--- config.mk ---
export PLATFORM = sky130hd
export DESIGN_NAME = pulse_width_frame_transmitter_unit
export DESIGN_NICKNAME = d
export VERILOG_FILES = /design/src/design/pwft_pkg.sv /design/src/design/pwft_buffer.sv /design/src/design/pwft_core.sv /design/src/design/pulse_width_frame_transmitter_unit.sv
export SDC_FILE = /design/constraint.sdc
export NUM_CORES = 1
export LEC_CHECK = 0
export ABC_AREA = 1
export ABC_CLOCK_PERIOD_IN_PS = 4700
export BUFFER_PORTS_ARGS = -buffer_cell sky130_fd_sc_hd__buf_2
export CAP_MARGIN = 40
export CORE_MARGIN = 2
export CORE_UTILIZATION = 39
export DETAILED_ROUTE_END_ITERATION = 8
export SLEW_MARGIN = 20
export SYNTH_ARGS = -nofsm -noshare
export SYNTH_HDL_FRONTEND = slang
export SYNTH_SLANG_ARGS = --single-unit
--- constraint.sdc ---
create_clock -name clk -period 4.7 [get_ports clk]
set_clock_uncertainty 0.1 [all_clocks]
set_input_delay 0.235 -clock clk [delete_from_list [all_inputs] [get_ports clk]]
set_output_delay 0.235 -clock clk [all_outputs]
set_load 0.005 [all_outputs]
--- src/design/pwft_pkg.sv ---
package pwft_pkg;

    localparam int DEFAULT_BUFFER_DEPTH = 16;

    localparam int TICK_W  = 6;
    localparam int LEN_W   = 5;
    localparam int BITS_W  = 4;
    localparam int INDEX_W = 4;

    localparam logic [TICK_W-1:0] PREAMBLE_START = 6'd1;
    localparam logic [TICK_W-1:0] PREAMBLE_END   = 6'd21;
    localparam logic [TICK_W:0]   ZERO_LOW_TICKS = 7'd3;
    localparam logic [BITS_W-1:0] BITS_PER_BYTE  = 4'd8;

    typedef enum logic [1:0] {
        ACT_TICK  = 2'd0,
        ACT_WRITE = 2'd1,
        ACT_START = 2'd2
    } action_t;

    typedef struct packed {
        action_t            action;
        logic [INDEX_W-1:0] byte_index;
        logic [7:0]         byte_value;
        logic [LEN_W-1:0]   frame_length;
    } item_t;

    typedef struct packed {
        logic line_level;
        logic busy_res;
        logic frame_done;
    } result_t;

    typedef struct packed {
        logic               en;
        logic [INDEX_W-1:0] index;
        logic [7:0]         value;
    } wr_req_t;

endpackage

--- src/design/pwft_buffer.sv ---
module pwft_buffer #(
    parameter int BUFFER_DEPTH = pwft_pkg::DEFAULT_BUFFER_DEPTH
) (
    input  logic                          clk,
    input  pwft_pkg::wr_req_t             wr,
    input  logic [pwft_pkg::LEN_W-1:0]    rd_index,
    output logic [7:0]                    rd_data
);
    import pwft_pkg::*;

    localparam int AW = (BUFFER_DEPTH > 1) ? $clog2(BUFFER_DEPTH) : 1;

    logic [7:0] buffer_reg [BUFFER_DEPTH];
    logic [7:0] rd_data_reg;

    always_ff @(posedge clk)
    begin
        if (wr.en)
        begin
            buffer_reg[AW'(wr.index)] <= wr.value;
        end
        rd_data_reg <= buffer_reg[AW'(rd_index)];
    end

    assign rd_data = rd_data_reg;

endmodule

--- src/design/pwft_core.sv ---
module pwft_core #(
    parameter int BUFFER_DEPTH = pwft_pkg::DEFAULT_BUFFER_DEPTH
) (
    input  logic                          clk,
    input  logic                          rst_n,
    input  logic                          accept,
    input  pwft_pkg::item_t               item,
    input  logic [7:0]                    rd_data,
    output pwft_pkg::wr_req_t             wr,
    output logic [pwft_pkg::LEN_W-1:0]    rd_index,
    output pwft_pkg::result_t             result_next
);
    import pwft_pkg::*;

    logic              sending_reg,        sending_next;
    logic [TICK_W-1:0] tick_count_reg,     tick_count_next;
    logic              low_phase_reg,      low_phase_next;
    logic [TICK_W-1:0] low_start_mark_reg, low_start_mark_next;
    logic [7:0]        shift_byte_reg,     shift_byte_next;
    logic [7:0]        cur_byte_reg,       cur_byte_next;
    logic [7:0]        running_sum_reg,    running_sum_next;
    logic [BITS_W-1:0] bits_sent_reg,      bits_sent_next;
    logic [LEN_W-1:0]  byte_pointer_reg,   byte_pointer_next;
    logic [LEN_W-1:0]  length_in_use_reg,  length_in_use_next;
    logic              wire_level_reg,     wire_level_next;

    logic [TICK_W-1:0] tick_inc;
    logic [LEN_W-1:0]  ptr_inc;
    logic [7:0]        sum_add;
    logic              done;

    assign tick_inc = tick_count_reg + 1'b1;
    assign ptr_inc  = byte_pointer_reg + 1'b1;
    assign sum_add  = running_sum_reg + cur_byte_reg;

    always_comb
    begin
        sending_next        = sending_reg;
        tick_count_next     = tick_count_reg;
        low_phase_next      = low_phase_reg;
        low_start_mark_next = low_start_mark_reg;
        shift_byte_next     = shift_byte_reg;
        cur_byte_next       = cur_byte_reg;
        running_sum_next    = running_sum_reg;
        bits_sent_next      = bits_sent_reg;
        byte_pointer_next   = byte_pointer_reg;
        length_in_use_next  = length_in_use_reg;
        wire_level_next     = wire_level_reg;
        done                = 1'b0;
        wr.en               = 1'b0;
        wr.index            = item.byte_index;
        wr.value            = item.byte_value;

        if (accept)
        begin
            case (item.action)
                ACT_TICK:
                begin
                    if (sending_reg)
                    begin
                        tick_count_next = tick_inc;
                        if (tick_inc == PREAMBLE_START)
                        begin
                            wire_level_next  = 1'b0;
                            shift_byte_next  = rd_data;
                            cur_byte_next    = rd_data;
                            running_sum_next = 8'd0;
                        end
                        else if (tick_inc == PREAMBLE_END)
                        begin
                            wire_level_next = 1'b1;
                        end
                        else if (tick_inc > PREAMBLE_END)
                        begin
                            if (!low_phase_reg)
                            begin
                                wire_level_next     = 1'b0;
                                low_phase_next      = 1'b1;
                                low_start_mark_next = tick_inc;
                            end
                            else
                            begin
                                // a one ends after a single low tick, a zero after three
                                if (shift_byte_reg[0] ||
                                    ({1'b0, tick_inc} ==
                                     {1'b0, low_start_mark_reg} + ZERO_LOW_TICKS))
                                begin
                                    wire_level_next = 1'b1;
                                    low_phase_next  = 1'b0;
                                    shift_byte_next = {1'b0, shift_byte_reg[7:1]};
                                    bits_sent_next  = bits_sent_reg + 1'b1;
                                end
                                if (bits_sent_next == BITS_PER_BYTE)
                                begin
                                    bits_sent_next    = '0;
                                    byte_pointer_next = ptr_inc;
                                    if (ptr_inc < length_in_use_reg)
                                    begin
                                        tick_count_next  = PREAMBLE_END;
                                        running_sum_next = sum_add;
                                        // last byte of the frame carries the sum
                                        if ({1'b0, ptr_inc} + 1'b1 < {1'b0, length_in_use_reg})
                                        begin
                                            shift_byte_next = rd_data;
                                            cur_byte_next   = rd_data;
                                        end
                                        else
                                        begin
                                            shift_byte_next = sum_add;
                                        end
                                    end
                                    else
                                    begin
                                        sending_next      = 1'b0;
                                        tick_count_next   = '0;
                                        byte_pointer_next = '0;
                                        done              = 1'b1;
                                    end
                                end
                            end
                        end
                    end
                end
                ACT_WRITE:
                begin
                    if (!sending_reg && (int'(item.byte_index) < BUFFER_DEPTH))
                    begin
                        wr.en = 1'b1;
                    end
                end
                ACT_START:
                begin
                    if (!sending_reg)
                    begin
                        if (item.frame_length == '0)
                        begin
                            length_in_use_next = LEN_W'(1);
                        end
                        else if (int'(item.frame_length) > BUFFER_DEPTH)
                        begin
                            length_in_use_next = LEN_W'(BUFFER_DEPTH);
                        end
                        else
                        begin
                            length_in_use_next = item.frame_length;
                        end
                        sending_next      = 1'b1;
                        tick_count_next   = '0;
                        low_phase_next    = 1'b0;
                        bits_sent_next    = '0;
                        byte_pointer_next = '0;
                    end
                end
                default:
                begin
                end
            endcase
        end
    end

    // prefetch byte 0 before the frame opens, otherwise the byte after the current one
    assign rd_index = (tick_count_next == '0) ? '0 : byte_pointer_next + 1'b1;

    assign result_next.line_level = wire_level_next;
    assign result_next.busy_res   = sending_next;
    assign result_next.frame_done = done;

    always_ff @(posedge clk or negedge rst_n)
    begin
        if (!rst_n)
        begin
            sending_reg        <= 1'b0;
            tick_count_reg     <= '0;
            low_phase_reg      <= 1'b0;
            low_start_mark_reg <= '0;
            shift_byte_reg     <= '0;
            cur_byte_reg       <= '0;
            running_sum_reg    <= '0;
            bits_sent_reg      <= '0;
            byte_pointer_reg   <= '0;
            length_in_use_reg  <= LEN_W'(1);
            wire_level_reg     <= 1'b1;
        end
        else
        begin
            sending_reg        <= sending_next;
            tick_count_reg     <= tick_count_next;
            low_phase_reg      <= low_phase_next;
            low_start_mark_reg <= low_start_mark_next;
            shift_byte_reg     <= shift_byte_next;
            cur_byte_reg       <= cur_byte_next;
            running_sum_reg    <= running_sum_next;
            bits_sent_reg      <= bits_sent_next;
            byte_pointer_reg   <= byte_pointer_next;
            length_in_use_reg  <= length_in_use_next;
            wire_level_reg     <= wire_level_next;
        end
    end

endmodule

--- src/design/pulse_width_frame_transmitter_unit.sv ---
// Single-wire pulse-width frame transmitter. Each request is a tick, a buffer
// write or a frame start, and each gives exactly one result: the wire level,
// the busy flag and a done flag on the tick that ends a frame. A request is
// taken in every clock cycle while the result register is empty or being
// drained, and its result appears in the result register in the next cycle;
// the next state is one pass of counter and compare logic, and the frame
// buffer is a small memory with one write port and one registered read port
// that fetches the next byte ahead of its use.
module pulse_width_frame_transmitter_unit #(
    parameter int BUFFER_DEPTH = pwft_pkg::DEFAULT_BUFFER_DEPTH
) (
    input  logic              clk,
    input  logic              rst_n,
    input  logic              item_valid,
    output logic              item_ready,
    input  pwft_pkg::item_t   item,
    output logic              result_valid,
    input  logic              result_ready,
    output pwft_pkg::result_t result
);
    import pwft_pkg::*;

    logic             accept;
    wr_req_t          wr;
    logic [LEN_W-1:0] rd_index;
    logic [7:0]       rd_data;
    result_t          result_next;
    result_t          result_reg;
    logic             result_valid_reg;

    assign item_ready = !result_valid_reg || result_ready;
    assign accept     = item_valid && item_ready;

    pwft_buffer #(
        .BUFFER_DEPTH (BUFFER_DEPTH)
    ) u_buffer (
        .clk      (clk),
        .wr       (wr),
        .rd_index (rd_index),
        .rd_data  (rd_data)
    );

    pwft_core #(
        .BUFFER_DEPTH (BUFFER_DEPTH)
    ) u_core (
        .clk         (clk),
        .rst_n       (rst_n),
        .accept      (accept),
        .item        (item),
        .rd_data     (rd_data),
        .wr          (wr),
        .rd_index    (rd_index),
        .result_next (result_next)
    );

    always_ff @(posedge clk or negedge rst_n)
    begin
        if (!rst_n)
        begin
            result_valid_reg <= 1'b0;
        end
        else if (item_ready)
        begin
            result_valid_reg <= item_valid;
        end
    end

    always_ff @(posedge clk)
    begin
        if (accept)
        begin
            result_reg <= result_next;
        end
    end

    assign result_valid = result_valid_reg;
    assign result       = result_reg;

endmodule
# Word level (Yosys, flattened, before mapping)
# Memories as Yosys holds them, arrays and structs flattened. A register that Yosys moved wholly into a read port is not among the register bits.
# Cells that the tools add are included.
[word_totals]
register_bits = 57
mem_bits_rw = 128
in_bits = 23
output_inout_bits = 5
elab_cells = 159
mem_count = 1
[memory_table]
columns = ["name", "depth", "word_bits", "read_ports", "rd_ports_with_merged_regs", "wr", "line_no", "text"]
rows = [
  ["u_buffer.buffer_reg", 16, 8, 1, 1, 1, "pwft_buffer.sv:13", "logic [7:0] buffer_reg [BUFFER_DEPTH];"],
]
[classes]
n_addsub = 7
order_cmp = 4
eq_ne = 13
mux = 91
bitwise_logic = 7
reduce_logical = 21
[ops]
columns = ["cell", "count"]
rows = [
  ["$mux W8", 21],
  ["$mux W4", 16],
  ["$mux W5", 12],
  ["$mux W6", 8],
  ["$mux W1", 29],
  ["$reduce_and A8 Y1", 2],
  ["$reduce_and A7 Y1", 2],
  ["$pmux W6 S2", 1],
  ["$reduce_bool A2 Y1", 6],
  ["$pmux W5 S2", 1],
  ["$reduce_and A9 Y1", 1],
  ["$add A4 B1 Y4 const B", 2],
  ["$add A8 B8 Y8", 1],
  ["$ne A2 B1 Y1 const B", 4],
  ["$pmux W4 S2", 1],
  ["$add A6 B2 Y7 const B", 1],
  ["$eq A6 B7 Y1", 1],
  ["$not A1 Y1", 7],
  ["$reduce_or A7 Y1", 1],
  ["$add A5 B1 Y6 const B", 1],
  ["$add A6 B1 Y6 const B", 1],
  ["$eq A6 B1 Y1 const B", 1],
  ["$eq A6 B5 Y1 const B", 1],
  ["$gt A6 B5 Y1 const B", 1],
  ["17 further kinds", 21],
]

# Longest topological paths before layout
# Gate-level depths: netlist of the first run.
[depth]
word_depth = 22
ltp_mapped = 29
ltp_nobuf = 27

# By module
# From an unflattened synthesis of the first run, not the netlist that was laid out.
[hier_totals]
cells_unflattened = 1130
hier_area_um2 = 10083.4
[modules_own_cells]
columns = ["module", "instances", "cells_per_inst", "area_each_um2", "seq_area_each_um2"]
rows = [
  ["pwft_buffer", 1, 551, 5766.8, 4003.8],
  ["pwft_core", 1, 570, 4181.5, 1328.8],
  ["pulse_width_frame_transmitter_unit", 1, 9, 135.1, 115.1],
]

# Worst setup path before layout of the first run
# Ideal clock, no wire load.
[synth_path]
path_kind = "register -> register"
startpoint = "reg u_core.tick_count_reg[0]"
endpoint = "reg u_buffer.rd_data_reg[6] (netlist: u_buffer.rd_data[6]) (read register of u_buffer.buffer_reg)"
setup_ns = 0.114
arrival_ns = 3.208
required_ns = 4.486
setup_slack_ns = 1.278
path_stages_with_launch = 28
n_path_buf = 2
synth_period_minus_slack_ns = 3.422
path_cell_list = "dfrtp_1 buf_4 inv_2 ha_1 inv_1 nand2_1 nand2_1 nor2_1 nand4_1 nor2_2 nand3_4 nand3_1 nand2_1 nor2_4 nand3_4 nor2_2 nand3_1 nand2_1 nand2_1 nand2_1 ha_1 nand3b_1 nand3_2 inv_2 buf_2 nand3_1 nand3_1 nand2_1"
[synth_between]
elab_chain_len = 22
elab_cells_between_ends = 35
cone_classes = "2 x add/sub; 1 x order compare; 4 x eq/ne; 26 x mux; 2 x reduce/logical"
[synth_lines]
columns = ["item", "line_no", "text"]
rows = [
  ["start, declared", "pwft_core.sv:16", "logic [TICK_W-1:0] tick_count_reg, tick_count_next;"],
  ["start signal, assigned", "pwft_core.sv:187", "tick_count_reg <= tick_count_next;"],
  ["$add A6 B1 Y6 (*)", "pwft_core.sv:32", "assign tick_inc = tick_count_reg + 1'b1;"],
  ["net u_core.tick_inc[0]", "pwft_core.sv:27", "logic [TICK_W-1:0] tick_inc;"],
  ["$eq A6 B7 Y1", "pwft_core.sv:85", "({1'b0, tick_inc} =="],
  ["$logic_or A1 B1 Y1", "pwft_core.sv:84", "if (shift_byte_reg[0] ||"],
  ["$mux W4", "pwft_core.sv:84", ""],
  ["$mux W4", "pwft_core.sv:75", "if (!low_phase_reg)"],
  ["$mux W4", "pwft_core.sv:73", "else if (tick_inc > PREAMBLE_END)"],
  ["$mux W4", "pwft_core.sv:69", "else if (tick_inc == PREAMBLE_END)"],
  ["[8 not listed]", "n/a", ""],
  ["$mux W5", "pwft_core.sv:69", ""],
  ["$mux W5 (*)", "pwft_core.sv:62", "if (tick_inc == PREAMBLE_START)"],
  ["$mux W5 (*)", "pwft_core.sv:59", "if (sending_reg)"],
  ["$pmux W5 S2 (*)", "pwft_core.sv:56", "case (item.action)"],
  ["$mux W5 (*)", "pwft_core.sv:54", "if (accept)"],
  ["net u_core.byte_pointer_next[0]", "pwft_core.sv:23", "logic [LEN_W-1:0] byte_pointer_reg, byte_pointer_next;"],
  ["$add A4 B1 Y4 (*)", "pwft_core.sv:162", "assign rd_index = (tick_count_next == '0) ? '0 : byte_pointer_next + 1'b1;"],
  ["$mux W4 (*)", "pwft_core.sv:162", ""],
  ["end, declared", "pwft_buffer.sv:14", "logic [7:0] rd_data_reg;"],
]
# Mark *: on every way through the listed nets, which the timed path passes. The rest lies on a longest branch. The select of a mux whose other input is x is not followed.
# A chain may end at the register's enable or synchronous reset.

# Worst setup path in the final report of the first run
[layout_path]
startpoint = "reg u_core.tick_count_reg[0]"
endpoint = "reg u_buffer.rd_data_reg[0] (netlist: u_buffer.rd_data[0]) (read register of u_buffer.buffer_reg)"
[layout_between]
elab_chain_len = 22
elab_cells_between_ends = 35
cone_classes = "2 x add/sub; 1 x order compare; 4 x eq/ne; 26 x mux; 2 x reduce/logical"
[layout_lines]
columns = ["item", "line_no"]
rows = [
  ["$add A6 B1 Y6 (*)", "pwft_core.sv:32"],
  ["$eq A6 B7 Y1", "pwft_core.sv:85"],
  ["$logic_or A1 B1 Y1", "pwft_core.sv:84"],
  ["$mux W4", "pwft_core.sv:84"],
  ["$mux W4", "pwft_core.sv:75"],
  ["$mux W4", "pwft_core.sv:73"],
  ["$mux W4", "pwft_core.sv:69"],
  ["$mux W4", "pwft_core.sv:62"],
  ["[7 not listed]", "n/a"],
  ["$mux W5", "pwft_core.sv:69"],
  ["$mux W5 (*)", "pwft_core.sv:62"],
  ["$mux W5 (*)", "pwft_core.sv:59"],
  ["$pmux W5 S2 (*)", "pwft_core.sv:56"],
  ["$mux W5 (*)", "pwft_core.sv:54"],
  ["net u_core.byte_pointer_next[1]", "pwft_core.sv:23"],
  ["$add A4 B1 Y4 (*)", "pwft_core.sv:162"],
  ["$mux W4 (*)", "pwft_core.sv:162"],
]
# Marked as above.

==> out/qor.txt, run 1 <==
Clock insertion delay at the later pin of the skew report - 0.45 ns
CORE AREA - 25000 µm²
Most common cell after layout, fill and taps aside - nand2_1
Fin crit share - 90.7%
Vias per cell - 5.08
Synth top area share - 39.9%
Die Ht - 163 µm
Count of cell types in the netlist - 45
Maxcap violations - 0
Max Clk Rate - 235 MHz
Leak - 4.94 nW
Status - completed
RePlAce Congestion - 0.848
Setup WS pre-CTS - 0.412 ns
Largest net degree at the start of global routing - 55
N_diodes - 0
Layout cell share with drive strength beyond 1 - 10.0%
Vias after detailed routing - 7457
Synth-to-Final Area Change - 12.4%
Initial antenna violation count - 0
Register bit total from synthesis - 193
Worst Tran Pin Value - 0.759 ns
Critical Path RT - 4.92 ns
EDFF count, synth - 131
YS warnings - 0
Number of fill cells - 2425
Row count - 58
Crit. End Element - flip-flop
Port buffer count - 27
Worst Setup Start Kind - flip-flop
Max Transition Viols Final - 0
Pre-antenna DRT Iters - 5
Starting Density - 39.4%
Largest area contributor in the netlist - edfxtp_1
Die width - 163 µm
Worst Path Arrival - 4.48 ns
DPL Wire Length - 15400 µm
Dpl cell area - 10300 µm²
Htree depth - 4
Crit Path Max Fanout - 22
RSZ-0062 raised after global routing - no
TritonCTS clock tree - yes
Top_reg_cell synth - edfxtp_1
Overall Power - 5.39 mW
IO Count - 28
Final hold violation count - 0
IR Drop Worst-Case VDD - 0.000263 V
First-pass GRT wire length - 38000 µm
Clock sinks - 193
Final TNS setup - 0 ns
Nets - 1172
Pwr dens - 486 nW/µm²
Clock Pin Slew Worst Setup and Hold Paths - 0.09 ns
Most frequent cells in the layout - nand2_1, nand3_1, inv_1
CTS buffer count - 17
Critical path type - flip-flop to flip-flop
Clock Path Buffers - 2
Max-slew headroom - 49.2%
Post-Syn Instances - 1089
Max reg flops - 128
Register area share after synthesis - 55.2%
Fin crit period - 4.26 ns
DRC - 0
Total Wirelength - 23200 µm
Synthesized cell area - 9870 µm²
Post-route setup slack - 0.438 ns
Post-route cell area - 11100 µm²
Hold crit path type - input pin to flip-flop
Avg Cell Area, Syn - 9.06 µm²
Hold WS - 0.0838 ns
Endpoints failing setup - 0
Post-DR wirelength/cell - 15.8 µm
Final ANT Viol Nets - 0
Synth area leaders - edfxtp_1, dfrtp_1, nand3_1
Die footprint - 26600 µm²
Synthesized Nets - 1135
Initial DRC count - 514
GRT Util Overall - 18.3%
Fraction of registers with async set/reset - 28.0%
Congestion Overflow GR - 0
Clk root buf - clkbuf_16
Number of global-route vias before repair - 7158
worst paths after layout:
path                                          start                           end  depth (start not counted)  slack, ns
max reg2reg                u_core.tick_count_reg[0]           u_buffer.rd_data[0]                         24       0.44
min in group asynchronous                     rst_n  u_core.low_start_mark_reg[1]                          3       0.36
max in group asynchronous                     rst_n      u_core.tick_count_reg[0]                          3       3.65
min                                         item[5]     u_buffer.buffer_reg[8][0]                          1       0.08
min reg2reg                  u_core.cur_byte_reg[4]        u_core.cur_byte_reg[4]                          2       0.40
max                        u_core.tick_count_reg[0]           u_buffer.rd_data[0]                         24       0.44
critical path: stages (launching register included):
cell and delay [ns]:
dfrtp_2 0.49, ha_1 0.27, nand3_2 0.10, xor2_2 0.26, inv_2 0.06, nand2_1 0.07, nand2_1 0.08, nand3_4 0.21
nand2_4 0.17, nand2_1 0.10, nand2_1 0.08, nor2_4 0.14, nand3_4 0.14, nor2_2 0.19, o21ai_0 0.11, nand3_1 0.07
o21ai_0 0.20, ha_1 0.37, nand2_4 0.18, buf_4 0.30, nor2_1 0.07, nand2_1 0.06, nand3_1 0.07, nand3_1 0.13
nand2_1 0.10
where the power goes:
group	leakage (nW)	switching [mW]	total [mW]	internal, mW
Sequential	1.92	0.158	2.16	2.00
Combinational	2.70	1.09	1.67	0.586
Clock	0.310	0.807	1.56	0.755
Total	4.94	2.05	5.39	3.34
cell usage after synthesis, drive strengths merged (3+ instances only):
library cell and instances:
edfxtp 131, o21ai 48, dfrtp 52, xor2 14
dfxtp 8, buf 30, nand3b 27, o21a 3
nand3 172, clkbuf 9, ha 22, nand4 8
xnor2 4, a31oi 13, nor2 126, inv 153
nand2 219, o22ai 8, a21oi 21
cells by family after synthesis:
logic type	Yosys count	share of synthesized area (%)
AND/OR/NAND/NOR	557	25.7
buffers and inverters	194	8.30
flip-flops	193	55.2
AO/OA/AOI/OAI	102	5.91
adder cells (fa/ha/maj)	23	2.99
XOR/XNOR	18	1.67
multiplexers	2	0.228
metal layers:
metal / track usage (%) / vias to the layer above / routed length (µm)
met5: 0 / - / 0
met4: 4.14 / 0 / 278
met3: 3.00 / 23 / 1060
met2: 29.8 / 179 / 10700
met1: 25.7 / 3559 / 11200
li1: - / 3696 / -
timing repair:
| item | 4_1_cts | 5_1_grt |
|---|---|---|
| endpoints found under the hold margin | 58 | 0 |
| setup buffers | 0 | 0 |
| resized for setup | 0 | 1 |
| setup endpoints to repair | 0 | 3 |
| hold buffers | 7 | 0 |
final cells by class:
class / instances / area [µm²] / area share [%]
inverter: 155 / 582 / 5.24
tap: 330 / 413 / 3.72
sequential: 193 / 5450 / 49.1
clock inverter: 15 / 221 / 2.00
timing repair buffer: 57 / 403 / 3.63
multi-input combinational: 702 / 3600 / 32.5
clock buffer: 17 / 425 / 3.83
metrics by stage:
step                instances  utilization, %
finish                   1469            44.3
global route             1469            44.3
CTS                      1464            44.2
detailed placement       1425            41.3
global placement         1420            41.1
floorplan                1089               -
Power figures use the tool's default switching activity.
==> run 2, diff against run 1 <==
--- a/config.mk
+++ b/config.mk
@@ -6,7 +6,7 @@
 export NUM_CORES = 1
 export LEC_CHECK = 0
 export ABC_AREA = 1
-export ABC_CLOCK_PERIOD_IN_PS = 4700
+export ABC_CLOCK_PERIOD_IN_PS = 4400
 export BUFFER_PORTS_ARGS = -buffer_cell sky130_fd_sc_hd__buf_2
 export CAP_MARGIN = 40
 export CORE_MARGIN = 2
==> constraint.sdc (replaced) <==
create_clock -name clk -period 4.4 [get_ports clk]
set_clock_uncertainty 0.1 [all_clocks]
set_input_delay 0.22 -clock clk [delete_from_list [all_inputs] [get_ports clk]]
set_output_delay 0.22 -clock clk [all_outputs]
set_load 0.005 [all_outputs]
==> run 2 against run 1 <==
- die area stayed put
- maximum frequency is 5.5% higher
- clock power is 9% higher
- critical path depth is 3 higher
- first-iteration DRC count is 9.5% higher
- worst hold slack worse by 0.034 ns
- sequential cell count stayed put
- power is 7.6% higher
==> out/qor.txt, run 2 (synthesized netlist as in run 1, its figures left out) <==
Worst path top cell family by delay - simple AND/OR/NAND/NOR gates (unchanged)
Layout cell share with drive strength beyond 1 - 10.6% (was 10.0%)
IR Drop Worst-Case VDD - 0.000260 V (was 0.000263 V)
Port buffer count - 27 (unchanged)
RePlAce Congestion - 0.847 (was 0.848)
CP Depth - 27 (was 24)
Clock insertion delay at the later pin of the skew report - 0.45 ns (about the same)
Critical Path RT - 4.64 ns (was 4.92 ns)
Worst R2R Start - u_core.low_start_mark_reg[0] (was u_core.tick_count_reg[0])
Int Power - 3.60 mW (was 3.34 mW)
Vias after detailed routing - 7358 (was 7457)
Setup crit start - u_core.low_start_mark_reg[0] (was u_core.tick_count_reg[0])
Vias per cell - 4.99 (was 5.08)
Crit path capture - u_buffer.rd_data[0] (unchanged)
Die Ht - 163 µm (unchanged)
Max-slew headroom - 45.3% (was 49.2%)
Starting Density - 39.4% (unchanged)
Die width - 163 µm (unchanged)
Clk pwr share - 29.2% (was 29.0%)
Initial antenna violation count - 0 (unchanged)
Hold crit path type - input pin to flip-flop (unchanged)
Max reg flops - 128 (unchanged)
Worst Setup Start Kind - flip-flop (unchanged)
R2R setup slack - 0.36 ns (was 0.44 ns)
Number of global-route vias before repair - 7023 (was 7158)
GRT Util Overall - 18.1% (was 18.3%)
Dpl cell area - 10400 µm² (was 10300 µm²)
Crit path top cell by count - nand2_1 (unchanged)
CORE AREA - 25000 µm² (unchanged)
CP peak stage delay - 0.41 ns (was 0.49 ns)
Crit path buf inv count - 5 (was 2)
Row count - 58 (unchanged)
Final TNS setup - 0 ns (unchanged)
Psw - 2.21 mW (was 2.05 mW)
Worst Tran Pin Value - 0.818 ns (was 0.759 ns)
Slowest CP cell - dfrtp_1 (was dfrtp_2)
Crit Path Max Fanout - 17 (was 22)
Post-route cell area - 11200 µm² (was 11100 µm²)
Clock sinks - 193 (unchanged)
Initial DRC count - 563 (was 514)
Clock Pin Slew Worst Setup and Hold Paths - 0.09 ns (about the same)
Largest net degree at the start of global routing - 89 (was 55)
TritonCTS clock tree - yes (unchanged)
Final ANT Viol Nets - 0 (unchanged)
CTS buffer count - 17 (unchanged)
Clk root buf - clkbuf_16 (unchanged)
Max Clk Rate - 247 MHz (was 235 MHz)
Status - completed (unchanged)
Congestion Overflow GR - 0 (unchanged)
Nets - 1178 (was 1172)
Post-DR wirelength/cell - 15.6 µm (was 15.8 µm)
Endpoints failing setup - 0 (unchanged)
Maxcap violations - 0 (unchanged)
Die footprint - 26600 µm² (unchanged)
Fin crit period - 4.04 ns (was 4.26 ns)
First-pass GRT wire length - 37200 µm (was 38000 µm)
Crit. End Element - flip-flop (unchanged)
Most common cell after layout, fill and taps aside - nand2_1 (unchanged)
Combinational Power Share - 31.2% (was 31.0%)
Fin crit share - 91.8% (was 90.7%)
IO Count - 28 (unchanged)
Pwr dens - 519 nW/µm² (was 486 nW/µm²)
Worst r2r path cells - 27 (was 24)
Sequential share of power - 39.6% (was 40.0%)
Sw frac - 38.0% (about the same)
Final hold violation count - 0 (unchanged)
Worst Path Arrival - 4.28 ns (was 4.48 ns)
DRC - 0 (unchanged)
RSZ-0062 raised after global routing - yes (was no)
DPL Wire Length - 15200 µm (was 15400 µm)
Pre-antenna DRT Iters - 7 (was 5)
Leak - 4.98 nW (was 4.94 nW)
Synth-to-Final Area Change - 13.5% (was 12.4%)
Most frequent cells in the layout - nand2_1, nand3_1, inv_1 (unchanged)
Clock Path Buffers - 2 (unchanged)
Critical path type - flip-flop to flip-flop (unchanged)
N_diodes - 0 (unchanged)
Htree depth - 4 (unchanged)
Total Wirelength - 23000 µm (was 23200 µm)
RR Endpoint - u_buffer.rd_data[0] (unchanged)
Max Transition Viols Final - 0 (unchanged)
## run 2: worst register-to-register path: stages (launching register included)
cell     delay, ns
dfrtp_1       0.41
inv_1         0.09
ha_1          0.22
inv_1         0.07
nand3_1       0.08
xor2_1        0.19
inv_1         0.06
nand2_1       0.05
nand2_1       0.07
nand3_4       0.21
nand2_4       0.18
nand2_1       0.09
nand2_1       0.08
nor2_4        0.15
nand3_4       0.15
inv_2         0.09
nand2_1       0.10
nand2_1       0.08
nand3_1       0.06
o21ai_0       0.20
ha_1          0.35
nand2_4       0.19
buf_4         0.25
nor2_1        0.06
nand2_1       0.06
nand3_1       0.09
nand3_1       0.14
nand2_1       0.07
## run 2: layout make-up
cell class,count,area [µm²]
Multi-Input combinational cell,702,3620
Inverter,155,582
Sequential cell,193,5450
Clock buffer,17,425
Tap cell,330,413
Clock inverter,15,239
Fill cell,2392,13800
Timing Repair Buffer,63,473
## run 2: per-layer routing
metal	up-vias	GRT usage, %	wire (µm)
li1	3711	-	-
met1	3448	24.5	10600
met2	171	29.7	10900
met3	28	2.87	1040
met4	0	6.40	415
met5	-	0	0
## run 2: how the worst min path moves through the flow
stage | end | depth (start not counted) | slack (ns) | start
3_5_place_dp | u_core.low_start_mark_reg[3] | 2 | 0.31 | rst_n
2_1_floorplan | result_valid | 0 | -0.18 | rst_n
4_1_cts | result_valid | 3 | 0.05 | item_valid
6_report | result_valid | 3 | 0.05 | item_valid
5_1_grt | u_buffer.buffer_reg[11][0] | 1 | 0.06 | item[5]
3_3_place_gp | u_core.low_start_mark_reg[3] | 2 | 0.31 | rst_n
## run 2: what timing repair did
action,4_1_cts,5_1_grt
setup endpoints to repair,0,8
buffers inserted,0,5
endpoints found under the hold margin,58,0
resized for setup,0,4
hold buffers,7,0
## run 2: through the flow
step	utilization (%)	power [mW]	std cells	setup slack, ns	hold WS, ns
after floorplan	-	3.68	1089	0.978	-0.176
after global placement	41.3	4.11	1423	0.280	0.310
after detailed placement	41.4	4.13	1425	0.204	0.309
after CTS	44.3	5.83	1464	0.170	0.0472
after global routing	44.7	6.18	1475	-0.0105	0.0621
final	44.7	5.81	1475	0.359	0.0500
## run 2: power groups by stage
stage / Clock, mW / Combinational (mW) / Sequential, mW
after floorplan: 0 / 1.40 / 2.28
after global placement: 0 / 1.77 / 2.34
after detailed placement: 0 / 1.79 / 2.34
after CTS: 1.72 / 1.80 / 2.30
after global routing: 1.79 / 2.06 / 2.33
final: 1.70 / 1.81 / 2.30
